### config.mk
export PLATFORM = sky130hd
export DESIGN_NAME = coc_sat_add
export DESIGN_NICKNAME = d
export VERILOG_FILES = /design/src/design/coc_pkg.sv /design/src/design/coc_sat_add.sv
export SDC_FILE = /design/constraint.sdc
export NUM_CORES = 1
export LEC_CHECK = 0
export BUFFER_PORTS_ARGS = -buffer_cell sky130_fd_sc_hd__buf_2
export CORE_UTILIZATION = 45
export DETAILED_ROUTE_END_ITERATION = 10
export GPL_TIMING_DRIVEN = 0
export PLACE_DENSITY_LB_ADDON = 0.12
export SYNTH_ARGS = -nofsm -noshare
export SYNTH_HDL_FRONTEND = slang
export SYNTH_SLANG_ARGS = --single-unit
### constraint.sdc
create_clock -name vclk -period 2.1
set_input_delay 0.105 -clock vclk [all_inputs]
set_output_delay 0.105 -clock vclk [all_outputs]
set_load 0.1 [all_outputs]
### src/design/coc_pkg.sv
// Shared types, constants and operation codes of the co-occurrence counter.
package coc_pkg;

	localparam int NUM_CUES_DEF           = 64;
	localparam int NUM_OUTCOMES_DEF       = 64;
	localparam int MAX_EVENT_CUES_DEF     = 16;
	localparam int MAX_EVENT_OUTCOMES_DEF = 16;

	localparam int OP_W   = 3;
	localparam int IDX_W  = 6;
	localparam int CNT_W  = 32;
	localparam int STAT_W = 2;

	typedef enum logic [OP_W-1:0] {
		OP_ADD_CUE     = 3'd0,
		OP_ADD_OUTCOME = 3'd1,
		OP_CLOSE       = 3'd2,
		OP_READ_CC     = 3'd3,
		OP_READ_CO     = 3'd4,
		OP_READ_BG     = 3'd5
	} op_t;

	localparam logic [STAT_W-1:0] ST_OK   = 2'd0;
	localparam logic [STAT_W-1:0] ST_FULL = 2'd1;
	localparam logic [STAT_W-1:0] ST_SAT  = 2'd2;

	localparam logic CFG_REMOVE_DUP = 1'b0;
	localparam logic CFG_ADD_BG     = 1'b1;

	// Request from the sequencer naming the bank and address of the counter that the shared saturating adder updates.
	typedef struct packed {
		logic       go;
		logic [1:0] bank;
		logic [11:0] addr;
	} bump_req_t;

	localparam logic [1:0] BANK_CC = 2'd0;
	localparam logic [1:0] BANK_CO = 2'd1;
	localparam logic [1:0] BANK_BG = 2'd2;

endpackage

### src/design/coc_sat_add.sv
// Shared saturating adder used for every counter update.
module coc_sat_add (
	input  logic [coc_pkg::CNT_W-1:0] acc,
	input  logic [coc_pkg::CNT_W-1:0] freq,
	output logic [coc_pkg::CNT_W-1:0] sum,
	output logic                      sat
);
	import coc_pkg::*;

	logic [CNT_W:0] wide;

	always_comb begin
		wide = {1'b0, acc} + {1'b0, freq};
		sat  = wide[CNT_W];
		sum  = wide[CNT_W] ? {CNT_W{1'b1}} : wide[CNT_W-1:0];
	end
endmodule

# Word level (Yosys, flattened, before mapping)
# Index checks and enable logic that the tools add are counted.
word_totals:
  ff_bits: 0
  input_bits: 64
  output_inout_bits: 33
  wordCells: 2
op_classes:
  add_sub_neg: 1
  muxes: 1
ops:
  columns: ["op", "n"]
  rows:
  - ["adder 32 x 32 -> 33 bit", 1]
  - ["two-way mux 32 bit", 1]

# Logic depth before layout (Yosys ltp)
logic_depth:
  depth_word: 2
  ltp_mapped: 12
  ltp_nobuf: 10

# Worst setup path after synthesis
# Ideal clock, no wire load.
synth_path:
  kind: "input to output"
  start: "in acc[7] (netlist name)"
  end: "out sum[11] (netlist name)"
  arrival_time_ns: 3.557
  required_time_ns: 1.995
  setup_slack_ns: -1.562
  stages: 7
  n_path_buf: 0
  path_cell_list: "ha_1 o21a_1 o21ai_0 a2111oi_2 nor3_1 nor2b_1 o21ai_0"
synth_via:
  elab_chain_len: 2
synth_lines:
  columns: ["item", "line", "source"]
  rows:
  - ["from (decl)", "coc_sat_add.sv:3", "input logic [coc_pkg::CNT_W-1:0] acc,"]
  - ["adder 32 x 32 -> 33 bit", "coc_sat_add.sv:13", "wide = {1'b0, acc} + {1'b0, freq};"]
  - ["two-way mux 32 bit", "coc_sat_add.sv:15", "sum = wide[CNT_W] ? {CNT_W{1'b1}} : wide[CNT_W-1:0];"]
  - ["to (decl)", "coc_sat_add.sv:5", "output logic [coc_pkg::CNT_W-1:0] sum,"]
# No other way between the ends.

# Worst setup path after layout
layout_path:
  start: "in acc[9] (netlist name)"
  end: "out sum[4] (netlist name)"
# Same word-level chain as after synthesis.

==> results.txt <==
----------------------------------------------------
[Logic synthesis]
  Syn_area_per_cell ... 7.01 sq um
  Total nets after synthesis ... 380
  Synth area leaders ... sky130_fd_sc_hd__ha_1 20%, sky130_fd_sc_hd__a21o_1 7.6%, sky130_fd_sc_hd__a21oi_1 7.6%, sky130_fd_sc_hd__nand2_1 7.6%, sky130_fd_sc_hd__xnor2_1 5.7%
  Parity-gate share of the synthesized area counting xor and xnor cells ... 11.0%
  Cell with the most instances after synthesis ... sky130_fd_sc_hd__nand2_1
  Fraction of synthesized area in multiplexers ... 1.07%
  Fraction of post-synthesis cell area in the top cell type by area ... 20.2%
  Yosys cell types ... 53
  Gate count of the mapped netlist ... 283
  Leading post-synthesis cells by instance count ... 40 x sky130_fd_sc_hd__nand2_1, 32 x sky130_fd_sc_hd__ha_1, 30 x sky130_fd_sc_hd__a21oi_1
  Sequential element share of the synthesized area ... 0%
  Combined area of all synthesized cells ... 0.00198 sq mm
  Post-synthesis adder-cell area fraction ... 21.2%
  Area share of and/or/nand/nor cells after synthesis ... 26.2%
  Cell type with the highest aggregate area in the netlist ... sky130_fd_sc_hd__ha_1
  Share of the synthesized area in compound gates (AO/OA/AOI/OAI) ... 36.5%
  Dominant combinational cell family by area after synthesis ... compound AO/OA/AOI/OAI gates
  YS warnings ... 0

[Timing]
  Post-layout worst setup margin ... -0.749 ns
  Max-Slew Margin vs Limit ... 50.4%
  Setup-failing EPs final ... 33
  Setup repair after global routing missed its margin ... yes
  Final Critical Period ... 2.85 ns
  Max-slew violation count ... 0
  Tcrit/Tclk final ... 136%
  Transition time of the tightest slew-check pin ... 0.737 ns
  Sum of negative setup slack ... -23.40 ns
  Highest clock frequency the design can meet ... 0.351 GHz
  Hold Vio Cnt, Final ... 0

[Clocking]
  Number of hold buffers added after CTS ... 0

[Pwr]
  Leak Pwr ... 1.71 nW
  Worst-case vdd ir drop ... 0.643 mV
  Power per cell area ... 721 mW/mm^2

[Cells and area]
  FF+latch area ... 0 sq um
  Number of flip-flops and latches ... 0
  Syn-to-layout area delta ... 84.8%
  Number of clock-tree buffers in the layout ... 0
  Share of cells above drive strength 1 ... 49.6%
  Net count, final ... 496
  Count of antenna diodes in the layout ... 0
  Non-Filler Cell Area, Final ... 0.00366 sq mm

[Drt]
  Routed wire per std cell ... 22.6 microns
  Average via count per standard cell ... 6.98
  Pre-Repair DR Iteration Count ... 7
  Routed Wire Length ... 10100 microns
  Met2 WL ... 4490 microns
  Via total after detailed routing ... 3122
  WL met3 ... 1170 microns
  DRC ... 0
  Post-route antenna net violation count ... 0
  DRT met1 WL ... 3600 microns
  Uppermost layer routed ... met4
  DRT iter0 DRCs ... 494

[Worst hold path]
  Worst hold path type ... in -> out
  Hold Path Stages ... 4
  Hold Startpoint ... freq[0]
  Min-Delay Endpoint ... sum[0]

[Global route]
  Number of global-route vias before repair ... 2738
  Global-route wire length before repair ... 13100 microns
  Pin count of the biggest net entering global routing ... 11
  Number of antenna violations at the first check in global routing ... 0
  Residual overflow from global routing ... 0
  Total routing resource utilization after global routing ... 36.8%

[Setup path]
  Slowest cell on the critical path ... sky130_fd_sc_hd__ha_1
  Critical Path RT ... 2.00 ns
  Largest fanout of any net on the critical path ... 6
  Slowest stage delay, CP ... 0.42 ns
  Launching element type of the critical path ... input port
  CP Capture Type ... primary output
  Class of the most critical setup path ... in -> out
  CP cell instances ... buf_2 > ha_1 > nand4_1 > a211oi_2 > a21oi_2 > o41ai_4 > a21oi_2 > o21bai_4 > nor2_4 > buf_12 > buf_6 > o21ai_2 > buf_12
  Arr. time, crit path ... 2.74 ns

[Die]
  Effective utilization at floorplan ... 48.2%
  Overall die height ... 68.4 microns
  Horizontal die dimension ... 68.4 microns
  Die outline area ... 0.00468 sq mm
  Core region area ... 0.00412 sq mm
  I/O pin cnt ... 97
  Std cell rows ... 23

[Place]
  Buffers on Ports ... 97
  Placement Setup Slack ... -1.15 ns
  Global placement routability congestion ... 0.905
  Total half-perimeter wirelength after legalization and detailed placement ... 4680 microns
  DP Area ... 0.00291 sq mm

[Job]
  Reported max-cap violation count ... 0

[Outcome]
  Result of the run ... finished with violations
  Violations in the final reports ... negative setup slack

----------------------------------------------------
[metrics by stage]
step / util [%] / std cells / hold slack (ns) / power, mW
after floorplan: - / 283 / 0.598 / 1.73
after global placement: 70.7 / 430 / 0.925 / 1.99
after detailed placement: 70.7 / 430 / 0.934 / 2.01
after CTS: 86.3 / 444 / 0.674 / 2.44
after global routing: 89.1 / 447 / 0.709 / 2.73
final: 89.1 / 447 / 0.699 / 2.64
[cell usage in the layout (no fill, tap or decap), types with 5 or more instances in the layout]
cell type and count:
sky130_fd_sc_hd__a211oi_1 5, sky130_fd_sc_hd__a21o_1 20, sky130_fd_sc_hd__a21oi_1 27, sky130_fd_sc_hd__buf_12 22, sky130_fd_sc_hd__buf_2 63, sky130_fd_sc_hd__buf_4 24, sky130_fd_sc_hd__ha_1 26, sky130_fd_sc_hd__nand2_1 22
sky130_fd_sc_hd__nand2_2 7, sky130_fd_sc_hd__nand2_4 8, sky130_fd_sc_hd__nand2_8 12, sky130_fd_sc_hd__nor2_1 16, sky130_fd_sc_hd__nor2b_1 6, sky130_fd_sc_hd__o21ai_0 7, sky130_fd_sc_hd__o21ai_2 8, sky130_fd_sc_hd__xnor2_1 10
sky130_fd_sc_hd__xor2_1 11
[kinds of logic after synthesis]
| group | Yosys count |
|---|---|
| multiplexers | 2 |
| buffers and inverters | 15 |
| AND/OR/NAND/NOR | 105 |
| XOR/XNOR | 25 |
| adder cells (fa/ha/maj) | 33 |
| AO/OA/AOI/OAI | 103 |
[worst max-delay path: cells and delay by family]
| family | cells | cell delay, ns |
|---|---|---|
| AOI/OAI and AO/OA | 6 | 1.30 |
| adders and majority gates | 1 | 0.42 |
| buffers and inverters | 4 | 0.60 |
| and+or+nand+nor | 2 | 0.31 |
[worst max path at each step]
stage / cells past startpoint / slack, ns / startpoint / to
final: 13 / -0.75 / acc[9] / sum[4]
after global placement: 11 / -1.12 / acc[3] / sum[26]
after global routing: 12 / -0.91 / acc[9] / sum[28]
after detailed placement: 11 / -1.15 / acc[3] / sum[26]
after CTS: 14 / -0.50 / acc[0] / sum[25]
after floorplan: 12 / -0.31 / acc[0] / sum[21]
[metal layers]
layer  GRT usage [%]  vias to the layer above
met1            39.9                     1382
li1                -                     1285
met2            61.4                      336
met5               0                        -
met4            20.1                        0
met3            13.8                      119
[power breakdown]
group | internal [mW] | switching (mW)
clock network | 0 | 0
registers | 0 | 0
logic | 0.907 | 1.73
[cell type report]
type	count	area, sq um
fill	177	450
buffer	12	105
tap	50	62.6
inverter	3	13.8
multi-input combinational	268	2470
timing repair buffer	114	1020
[repair_timing]
| item | CTS | global route |
|---|---|---|
| buffers inserted | 13 | 3 |
| gates resized for setup | 129 | 18 |
| setup endpoints to repair | 33 | 33 |
| pin swaps | 15 | 10 |
| cloned | 1 | 0 |
Power figures use the tool's default switching activity.
